## src/rtl/dcr_pkg.sv

```systemverilog
`timescale 1ns / 1ps
// ----------------------------------------------------------------------------
// DC removal package
// Shared widths, constants, operand select codes and the command and status
// structs that join the controller to the datapath.
// ----------------------------------------------------------------------------
package dcr_pkg;

    localparam int SAMPLE_BITS = 32;
    localparam int SUM_BITS    = 64;
    localparam int COUNT_BITS  = 11;
    localparam int DEN_BITS    = 11;
    localparam int PROD_BITS   = 42;
    localparam int PHASE_BITS  = 2;
    localparam int ITER_BITS   = 6;

    localparam int CHUNK_BITS     = 16;
    localparam int CHUNK_CNT_BITS = 2;
    localparam int REM_BITS       = 10;
    localparam int WIN_BITS       = REM_BITS + CHUNK_BITS;
    localparam int RECIP_BITS     = 27;
    localparam int RPROD_BITS     = WIN_BITS + RECIP_BITS;
    localparam int DC_SHIFT       = 36;

    localparam logic [COUNT_BITS-1:0] COUNT_MAX = '1;
    localparam logic [PHASE_BITS-1:0] DECIM_LAST = PHASE_BITS'(2);
    localparam logic [DEN_BITS-1:0] DC_DEN = DEN_BITS'(1000);
    localparam logic signed [DEN_BITS-1:0] DC_KEEP = 11'sd999;

    // Rounded-up reciprocal of 1000 scaled by 2^DC_SHIFT, exact for windows
    // below 2^WIN_BITS.
    localparam logic [RECIP_BITS-1:0] DC_RECIP = RECIP_BITS'(68719477);

    // Divider operand selection.
    localparam logic [1:0] SEL_MEAN   = 2'd0;
    localparam logic [1:0] SEL_SCALE  = 2'd1;
    localparam logic [1:0] SEL_OFFSET = 2'd2;

    typedef struct packed {
        logic       accept;
        logic       clear;
        logic       div_start;
        logic [1:0] div_sel;
        logic       save_q1;
        logic       update_offset;
    } dcr_cmd_t;

    typedef struct packed {
        logic out_valid;
        logic upd_ok;
        logic div_done;
    } dcr_status_t;

endpackage

```

## src/rtl/dcr_div.sv

```systemverilog
`timescale 1ns / 1ps
// ----------------------------------------------------------------------------
// DC removal divider
// Signed 64-bit by unsigned 11-bit truncating divider, one quotient bit per
// cycle on magnitudes, with the sign restored at the output.
// ----------------------------------------------------------------------------
module dcr_div
    import dcr_pkg::*;
(
    input  logic                       aclk,
    input  logic                       aresetn,
    input  logic                       start,
    input  logic signed [SUM_BITS-1:0] dividend,
    input  logic [DEN_BITS-1:0]        divisor,
    output logic                       done,
    output logic signed [SUM_BITS-1:0] quotient
);

    logic                  busy_reg;
    logic                  done_reg;
    logic [ITER_BITS-1:0]  cnt_reg;
    logic [SUM_BITS-1:0]   quo_reg;
    logic [DEN_BITS-1:0]   rem_reg;
    logic [DEN_BITS-1:0]   den_reg;
    logic                  neg_reg;

    logic [SUM_BITS-1:0]   magnitude;
    logic [DEN_BITS:0]     rem_shift;
    logic [DEN_BITS:0]     rem_sub;
    logic                  fits;

    assign magnitude = dividend[SUM_BITS-1] ? SUM_BITS'(-dividend) : dividend;
    assign rem_shift = {rem_reg, quo_reg[SUM_BITS-1]};
    assign fits      = rem_shift >= {1'b0, den_reg};
    assign rem_sub   = rem_shift - {1'b0, den_reg};

    always_ff @(posedge aclk) begin
        if (!aresetn) begin
            busy_reg <= 1'b0;
            done_reg <= 1'b0;
            cnt_reg  <= '0;
        end else begin
            done_reg <= 1'b0;
            if (start) begin
                busy_reg <= 1'b1;
                cnt_reg  <= '0;
            end else if (busy_reg) begin
                cnt_reg <= cnt_reg + 1'b1;
                if (cnt_reg == '1) begin
                    busy_reg <= 1'b0;
                    done_reg <= 1'b1;
                end
            end
        end
    end

    always_ff @(posedge aclk) begin
        if (start) begin
            quo_reg <= magnitude;
            rem_reg <= '0;
            den_reg <= divisor;
            neg_reg <= dividend[SUM_BITS-1];
        end else if (busy_reg) begin
            quo_reg <= {quo_reg[SUM_BITS-2:0], fits};
            rem_reg <= fits ? rem_sub[DEN_BITS-1:0] : rem_shift[DEN_BITS-1:0];
        end
    end

    assign done     = done_reg;
    assign quotient = neg_reg ? -$signed(quo_reg) : $signed(quo_reg);

endmodule

```

## src/rtl/dcr_datapath.sv

```systemverilog
`timescale 1ns / 1ps
// ----------------------------------------------------------------------------
// DC removal datapath
// Decimation phase, offset subtraction, block sum and count, output
// register and the block-end offset arithmetic around the mean divider and
// a divide-by-1000 unit built on reciprocal multiplication.
// ----------------------------------------------------------------------------
module dcr_datapath
    import dcr_pkg::*;
(
    input  logic                   aclk,
    input  logic                   aresetn,
    input  dcr_cmd_t               cmd,
    output dcr_status_t            status,
    input  logic [SAMPLE_BITS-1:0] sample_in,
    input  logic                   block_last,
    input  logic                   cfg_we,
    input  logic                   cfg_wdata,
    input  logic                   out_ready,
    output logic                   out_valid,
    output logic [SAMPLE_BITS-1:0] out_data
);

    logic                          enable_reg;
    logic [SAMPLE_BITS-1:0]        offset_reg;
    logic signed [SUM_BITS-1:0]    sum_reg;
    logic [COUNT_BITS-1:0]         count_reg;
    logic [PHASE_BITS-1:0]         phase_reg;
    logic                          out_valid_reg;
    logic [SAMPLE_BITS-1:0]        out_data_reg;
    logic signed [PROD_BITS-1:0]   prod_reg;
    logic [SAMPLE_BITS-1:0]        q1_reg;

    logic                          kdiv_busy_reg;
    logic                          kdiv_done_reg;
    logic                          kdiv_step_reg;
    logic [CHUNK_CNT_BITS-1:0]     kdiv_cnt_reg;
    logic [SUM_BITS-1:0]           kdiv_num_reg;
    logic [SUM_BITS-1:0]           kdiv_quo_reg;
    logic [REM_BITS-1:0]           kdiv_rem_reg;
    logic                          kdiv_neg_reg;
    logic [RPROD_BITS-1:0]         kdiv_prod_reg;

    logic signed [PROD_BITS:0]     prod_full;
    logic                          mean_start;
    logic                          mean_done;
    logic signed [SUM_BITS-1:0]    mean_q;

    logic                          kdiv_start;
    logic signed [SUM_BITS-1:0]    kdiv_dividend;
    logic [SUM_BITS-1:0]           kdiv_mag;
    logic [WIN_BITS-1:0]           kdiv_win;
    logic [RPROD_BITS-1:0]         kdiv_prod_full;
    logic [CHUNK_BITS-1:0]         kdiv_digit;
    logic [WIN_BITS-1:0]           kdiv_back;
    logic [WIN_BITS-1:0]           kdiv_rem_full;
    logic signed [SUM_BITS-1:0]    kdiv_q;

    assign prod_full = $signed(offset_reg) * DC_KEEP;

    assign mean_start    = cmd.div_start && (cmd.div_sel == SEL_MEAN);
    assign kdiv_start    = cmd.div_start && (cmd.div_sel != SEL_MEAN);
    assign kdiv_dividend = (cmd.div_sel == SEL_SCALE) ? mean_q : SUM_BITS'(prod_reg);

    dcr_div u_div (
        .aclk     (aclk),
        .aresetn  (aresetn),
        .start    (mean_start),
        .dividend (sum_reg),
        .divisor  (count_reg),
        .done     (mean_done),
        .quotient (mean_q)
    );

    // Division by 1000 on the magnitude, one 16-bit digit at a time, each by
    // a reciprocal multiply, then the remainder fix-up.
    assign kdiv_mag       = kdiv_dividend[SUM_BITS-1] ? SUM_BITS'(-kdiv_dividend)
                                                      : kdiv_dividend;
    assign kdiv_win       = {kdiv_rem_reg, kdiv_num_reg[SUM_BITS-1 -: CHUNK_BITS]};
    assign kdiv_prod_full = RPROD_BITS'(kdiv_win) * RPROD_BITS'(DC_RECIP);
    assign kdiv_digit     = kdiv_prod_reg[DC_SHIFT +: CHUNK_BITS];
    assign kdiv_back      = WIN_BITS'(kdiv_digit) * WIN_BITS'(DC_DEN);
    assign kdiv_rem_full  = kdiv_win - kdiv_back;
    assign kdiv_q         = kdiv_neg_reg ? -$signed(kdiv_quo_reg) : $signed(kdiv_quo_reg);

    always_ff @(posedge aclk) begin
        if (!aresetn) begin
            kdiv_busy_reg <= 1'b0;
            kdiv_done_reg <= 1'b0;
            kdiv_step_reg <= 1'b0;
            kdiv_cnt_reg  <= '0;
        end else begin
            kdiv_done_reg <= 1'b0;
            if (kdiv_start) begin
                kdiv_busy_reg <= 1'b1;
                kdiv_step_reg <= 1'b0;
                kdiv_cnt_reg  <= '0;
            end else if (kdiv_busy_reg) begin
                kdiv_step_reg <= !kdiv_step_reg;
                if (kdiv_step_reg) begin
                    kdiv_cnt_reg <= kdiv_cnt_reg + 1'b1;
                    if (kdiv_cnt_reg == '1) begin
                        kdiv_busy_reg <= 1'b0;
                        kdiv_done_reg <= 1'b1;
                    end
                end
            end
        end
    end

    always_ff @(posedge aclk) begin
        if (kdiv_start) begin
            kdiv_num_reg <= kdiv_mag;
            kdiv_quo_reg <= '0;
            kdiv_rem_reg <= '0;
            kdiv_neg_reg <= kdiv_dividend[SUM_BITS-1];
        end else if (kdiv_busy_reg) begin
            if (!kdiv_step_reg) begin
                kdiv_prod_reg <= kdiv_prod_full;
            end else begin
                kdiv_num_reg <= {kdiv_num_reg[SUM_BITS-CHUNK_BITS-1:0], {CHUNK_BITS{1'b0}}};
                kdiv_quo_reg <= {kdiv_quo_reg[SUM_BITS-CHUNK_BITS-1:0], kdiv_digit};
                kdiv_rem_reg <= kdiv_rem_full[REM_BITS-1:0];
            end
        end
    end

    always_ff @(posedge aclk) begin
        if (!aresetn) begin
            enable_reg    <= 1'b0;
            offset_reg    <= '0;
            sum_reg       <= '0;
            count_reg     <= '0;
            phase_reg     <= '0;
            out_valid_reg <= 1'b0;
        end else begin
            if (cfg_we) begin
                enable_reg <= cfg_wdata;
            end
            if (cmd.accept) begin
                if (phase_reg == '0) begin
                    out_valid_reg <= 1'b1;
                    if (enable_reg) begin
                        sum_reg <= sum_reg + SUM_BITS'($signed(sample_in));
                        if (count_reg != COUNT_MAX) begin
                            count_reg <= count_reg + 1'b1;
                        end
                    end
                end else if (out_ready) begin
                    out_valid_reg <= 1'b0;
                end
                if (block_last || phase_reg == DECIM_LAST) begin
                    phase_reg <= '0;
                end else begin
                    phase_reg <= phase_reg + 1'b1;
                end
            end else if (out_ready) begin
                out_valid_reg <= 1'b0;
            end
            if (cmd.clear) begin
                sum_reg   <= '0;
                count_reg <= '0;
            end
            if (cmd.update_offset) begin
                offset_reg <= q1_reg + kdiv_q[SAMPLE_BITS-1:0];
            end
        end
    end

    always_ff @(posedge aclk) begin
        prod_reg <= prod_full[PROD_BITS-1:0];
        if (cmd.accept && phase_reg == '0) begin
            out_data_reg <= enable_reg ? sample_in - offset_reg : sample_in;
        end
        if (cmd.save_q1) begin
            q1_reg <= kdiv_q[SAMPLE_BITS-1:0];
        end
    end

    assign status.out_valid = out_valid_reg;
    assign status.upd_ok    = enable_reg && (count_reg != '0);
    assign status.div_done  = mean_done || kdiv_done_reg;
    assign out_valid        = out_valid_reg;
    assign out_data         = out_data_reg;

endmodule

```

## src/rtl/dcr_ctrl.sv

```systemverilog
`timescale 1ns / 1ps
// ----------------------------------------------------------------------------
// DC removal controller
// Sample acceptance and the block-end sequence that, when an update is allowed,
// runs three divisions to produce the new offset.
// ----------------------------------------------------------------------------
module dcr_ctrl
    import dcr_pkg::*;
(
    input  logic        aclk,
    input  logic        aresetn,
    input  logic        in_valid,
    input  logic        in_last,
    output logic        in_ready,
    input  logic        out_ready,
    input  dcr_status_t status,
    output dcr_cmd_t    cmd
);

    localparam logic [2:0] ST_IDLE   = 3'd0;
    localparam logic [2:0] ST_END    = 3'd1;
    localparam logic [2:0] ST_MEAN   = 3'd2;
    localparam logic [2:0] ST_SCALE  = 3'd3;
    localparam logic [2:0] ST_OFFSET = 3'd4;

    logic [2:0] state_reg;
    logic [2:0] state_next;

    always_comb begin
        state_next = state_reg;
        in_ready   = 1'b0;
        cmd        = '0;
        unique case (state_reg)
            ST_IDLE: begin
                in_ready   = !status.out_valid || out_ready;
                cmd.accept = in_valid && in_ready;
                if (cmd.accept && in_last) begin
                    state_next = ST_END;
                end
            end
            ST_END: begin
                cmd.clear = 1'b1;
                if (status.upd_ok) begin
                    cmd.div_start = 1'b1;
                    cmd.div_sel   = SEL_MEAN;
                    state_next    = ST_MEAN;
                end else begin
                    state_next = ST_IDLE;
                end
            end
            ST_MEAN: begin
                cmd.div_sel = SEL_SCALE;
                if (status.div_done) begin
                    cmd.div_start = 1'b1;
                    state_next    = ST_SCALE;
                end
            end
            ST_SCALE: begin
                cmd.div_sel = SEL_OFFSET;
                if (status.div_done) begin
                    cmd.save_q1   = 1'b1;
                    cmd.div_start = 1'b1;
                    state_next    = ST_OFFSET;
                end
            end
            ST_OFFSET: begin
                cmd.div_sel = SEL_OFFSET;
                if (status.div_done) begin
                    cmd.update_offset = 1'b1;
                    state_next        = ST_IDLE;
                end
            end
            default: begin
                state_next = ST_IDLE;
            end
        endcase
    end

    always_ff @(posedge aclk) begin
        if (!aresetn) begin
            state_reg <= ST_IDLE;
        end else begin
            state_reg <= state_next;
        end
    end

endmodule

```

## src/rtl/decimate_and_dc_remove.sv

```systemverilog
`timescale 1ns / 1ps
// ----------------------------------------------------------------------------
// Decimate-by-three with block-mean DC offset removal
// Keeps every third raw sample of each block, subtracts the tracked offset
// when correction is enabled, and refreshes the offset at each block end.
//
// The slave stream carries one raw sample per transaction, with tlast on the
// final sample of a block. The master stream carries one kept sample per
// transaction. cfg_we writes the correction enable bit from cfg_wdata.
// Within a block one raw sample is taken per cycle while the master side
// does not stall; a kept sample appears on the master side in the cycle
// after its transaction. After a tlast transaction the block closes and
// clears the sum and count and, when correction is on and samples were
// counted, runs a division for the mean on the one-bit-per-cycle divider and
// two divisions by 1000 by reciprocal multiplication before s_tready rises.
// A stalled master side holds the pending sample in the output register; a
// new raw sample is taken only when that register is free or drains in the
// same cycle. Reset clears the offset, the sum, the count, the phase, the
// enable bit and the output valid.
// ----------------------------------------------------------------------------
module decimate_and_dc_remove
    import dcr_pkg::*;
(
    input  logic        aclk,
    input  logic        aresetn,
    input  logic        s_tvalid,
    output logic        s_tready,
    input  logic [31:0] s_tdata,   // [31:0] sample_in
    input  logic        s_tlast,   // block_last
    output logic        m_tvalid,
    input  logic        m_tready,
    output logic [31:0] m_tdata,   // [31:0] sample_out
    input  logic        cfg_we,
    input  logic        cfg_wdata  // correction_enable
);

    dcr_cmd_t    cmd;
    dcr_status_t status;

    dcr_ctrl u_ctrl (
        .aclk      (aclk),
        .aresetn   (aresetn),
        .in_valid  (s_tvalid),
        .in_last   (s_tlast),
        .in_ready  (s_tready),
        .out_ready (m_tready),
        .status    (status),
        .cmd       (cmd)
    );

    dcr_datapath u_datapath (
        .aclk       (aclk),
        .aresetn    (aresetn),
        .cmd        (cmd),
        .status     (status),
        .sample_in  (s_tdata),
        .block_last (s_tlast),
        .cfg_we     (cfg_we),
        .cfg_wdata  (cfg_wdata),
        .out_ready  (m_tready),
        .out_valid  (m_tvalid),
        .out_data   (m_tdata)
    );

endmodule

```

## config.mk

```make
export PLATFORM = sky130hd
export DESIGN_NAME = decimate_and_dc_remove
export DESIGN_NICKNAME = d
export VERILOG_FILES = /design/src/rtl/dcr_pkg.sv /design/src/rtl/dcr_div.sv /design/src/rtl/dcr_datapath.sv /design/src/rtl/dcr_ctrl.sv /design/src/rtl/decimate_and_dc_remove.sv
export SDC_FILE = /design/constraint.sdc
export NUM_CORES = 2
export LEC_CHECK = 0
export ABC_AREA = 1
export BUFFER_PORTS_ARGS = -buffer_cell sky130_fd_sc_hd__buf_2
export CORE_MARGIN = 1.5
export CORE_UTILIZATION = 45
export CTS_CLUSTER_DIAMETER = 200
export DETAILED_ROUTE_END_ITERATION = 10
export PLACE_DENSITY_LB_ADDON = 0.1
export SYNTH_ARGS = -nofsm -noshare
export SYNTH_HDL_FRONTEND = slang
export SYNTH_HIERARCHICAL = 1
export SYNTH_SLANG_ARGS = --single-unit
```

## constraint.sdc

```tcl
create_clock -name aclk -period 13.5 [get_ports aclk]
set_clock_uncertainty 0.15 [all_clocks]
set_input_delay 2.7 -clock aclk [delete_from_list [all_inputs] [get_ports aclk]]
set_output_delay 2.7 -clock aclk [all_outputs]
set_load 0.005 [all_outputs]
```

==> summary.txt <==
Crit path time final: 6.63 ns
Final worst path period share: 49.1%
1st-iter DRT viols: 3,768
Cells on worst reg2reg path: 19
Cell area power density: 145 nW/um^2
Int Power: 4.31 mW
Gr ovfl total: 0
Crit end category: flop
Crit path from: u_datapath/kdiv_num_reg[57]$_DFFE_PP_
Mapped Area: 54,200 sq um
CTS Root Cell: clkbuf_16
Max Cap Viol: 0
Setup TNS: 0 ns
RSZ-0062 raised after global routing: false
# DRC: 0
Area leader, netlist: fa_1
Critical Path Most Common Cell: fa_1
Diode count: 0
Syn avg cell area: 7.09 sq um
Final hold vios: 0
Largest net degree at the start of global routing: 79
Tot GR Track Use: 31.6%
Maximum VDD drop: 0.450 mV
Initial Util: 45.3%
Crit-path cells: inv_1, ha_1, fa_1, fa_1, fa_1, fa_1, inv_1, fa_1, inv_1, fa_1, inv_1, ha_1, a21oi_1, o21ai_0, a21oi_1, nor2_1, o21ai_0, nand3_1, xor2_1
Levels on crit path: 19
Slowest CP cell: edfxtp_1
Reg power frac: 18.3%
First-pass GRT wire length: 295,000 um
Worst slew margin: 29.0%
Setup crit end: u_datapath/kdiv_prod_reg[47]$_DFFE_PP_
Asr flop ratio synth: 0%
DP HPWL: 162,000 um
Worst-Skew Late Latency: 0.68 ns
CP required: 13.76 ns
RR Startpoint: u_datapath/kdiv_num_reg[57]$_DFFE_PP_
Post-synth cell types: 59
Reg2Reg Setup Slack: 6.87 ns
Top cells by area, synth: fa_1 (15%), nand2_1 (13%), ha_1 (13%)
EDFF count, synth: 221
DR pass1 iterations: 6
DIE HEIGHT: 350 um
Vias per std cell: 5.34
Synth Flop Type: dfxtp_1
Net Switching: 4.18 mW
Synth top area share: 15.0%
Kind of cell adding the most delay to the critical path: adder cells
Commonest non-fill, non-tap cell in the layout: nand2_1
TritonCTS clock tree: done
Clock net sink count: 443
RePlAce Congestion: 0.967
Total die area: 123,000 sq um
Final core occ: 48.8%
Post-route worst setup slack: 6.87 ns
Worst Hold Class: flop to flop
Peak fanout along the critical path: 10
Post-cts hold buffer count: 0
Chip width: 350 um
Fmax: 151 MHz
Net Sw Frac: 49.3%
Total number of vias: 49,900
Clock transition at path regs: 0.06 ns
Worst setup SP type: flop
Bufs on Longest Clock Path: 3
CP max stage delay: 0.81 ns
Routed Antenna Nets: 0
Slew Viols, Final: 0
Place WS: 6.88 ns
Routed WL: 193,000 um
Fin cells: 9,350
Combinational fraction of design power: 61.7%
Leading cell types in the layout, fill and taps excluded: nand2_1 (1,929), inv_1 (1,340), nor2_1 (827)
Worst EP arrival: 6.89 ns
Num rows: 127
Cells after Synth: 7,645
Status: finished clean
Reg2reg end: u_datapath/kdiv_prod_reg[47]$_DFFE_PP_
Leakage: 31.2 nW
H-tree depth: 2
Share of cells above drive strength 1: 4.39%
Number of global-route vias before repair: 49,200
FF+latch count, synth: 443
WL per Instance: 20.6 um
Post-Syn Nets: 8,648
Nets@finish: 8,690
CP Buf/Inv Count: 4
Least-Margin Pin Slew: 1.06 ns
Initial antenna violation count: 5
Post_cts resized: 0
P&R area growth vs syn: 7.73%
Clock share of power: 20.0%
Port Buffers: 72
Placeable Area: 120,000 sq um
Num CTS Buffers: 59
Kind of critical path: flop to flop
Setup-failing EPs final: 0
Sequential area share after synthesis: 20.4%
Placed cell count: 9,238
Syn. warnings: 6
Setup bufs post-CTS: 0
Ports: 73
==> synth_stat cells (96+ instances only) <==
library cell / instances
a21oi_1: 337
dfxtp_1: 222
edfxtp_1: 221
fa_1: 407
ha_1: 557
inv_1: 1342
nand2_1: 1929
nand3_1: 435
nand4_1: 113
nor2_1: 831
nor3_1: 96
o21ai_0: 348
xor2_1: 170
==> worst min-delay path, stage by stage (launching register included) <==
cell,delay (ns)
edfxtp_1,0.32
a22oi_1,0.06
inv_1,0.05
==> cells by family (layout without fill, tap and decap cells) <==
kind of cell,Yosys count,count (layout),synth area share (%)
flops,443,443,20.4
fa+ha+maj,964,964,27.9
xor+xnor,232,232,3.75
simple gates,3560,3560,27.4
compound gates,970,970,10.2
buf+inv,1476,1569,10.4
==> worst min-delay path by stage <==
stage / cells after the start / endpoint / startpoint
after floorplan: 2 / u_datapath/kdiv_quo_reg[10]$_SDFFE_PP0P_ / u_datapath/kdiv_prod_reg[46]$_DFFE_PP_
after global routing: 0 / u_datapath/u_div/den_reg[1]$_DFFE_PP_ / u_datapath/count_reg[1]$_SDFFE_PP0P_
final: 2 / u_datapath/kdiv_quo_reg[15]$_SDFFE_PP0P_ / u_datapath/kdiv_prod_reg[51]$_DFFE_PP_
after CTS: 2 / u_datapath/kdiv_quo_reg[15]$_SDFFE_PP0P_ / u_datapath/kdiv_prod_reg[51]$_DFFE_PP_
after global placement: 2 / u_datapath/kdiv_quo_reg[11]$_SDFFE_PP0P_ / u_datapath/kdiv_prod_reg[47]$_DFFE_PP_
after detailed placement: 2 / u_datapath/kdiv_quo_reg[15]$_SDFFE_PP0P_ / u_datapath/kdiv_prod_reg[51]$_DFFE_PP_
==> power by group through the flow <==
stage / clock, mW / combinational, mW / sequential, mW
2_1_floorplan: 0 / 3.64 / 1.56
3_3_place_gp: 0 / 5.34 / 1.58
3_5_place_dp: 0 / 5.29 / 1.58
4_1_cts: 1.74 / 5.33 / 1.55
5_1_grt: 1.79 / 5.93 / 1.55
6_report: 1.70 / 5.24 / 1.55
==> through the flow <==
| step | power (mW) | hold slack (ns) | cell area [sq um] |
|---|---|---|---|
| 2_1_floorplan | 5.20 | 0.273 | 54200 |
| 3_3_place_gp | 6.92 | 0.289 | 56300 |
| 3_5_place_dp | 6.87 | 0.292 | 56300 |
| 4_1_cts | 8.63 | 0.306 | 58400 |
| 5_1_grt | 9.28 | 0.337 | 58400 |
| 6_report | 8.49 | 0.300 | 58400 |
==> area by class of cell <==
type                            instances  area, sq um
Clock buffer                           71         1630
Clock inverter                         41          449
Timing Repair Buffer                  104          601
Tap cell                             1612         2020
Sequential cell                       443        11100
Multi-Input combinational cell       5726        37500
Inverter                             1353         5080
Fill cell                           12400        61200
==> metal layers <==
metal,wire length (um),share of wire [%],global-route usage [%]
met4,9600,5.0,13.7
met1,81300,42,39.9
met2,90800,47,53.5
met5,23,0.012,0
met3,11300,5.9,4.87
Note: power is estimated with default switching activity, not from simulation.
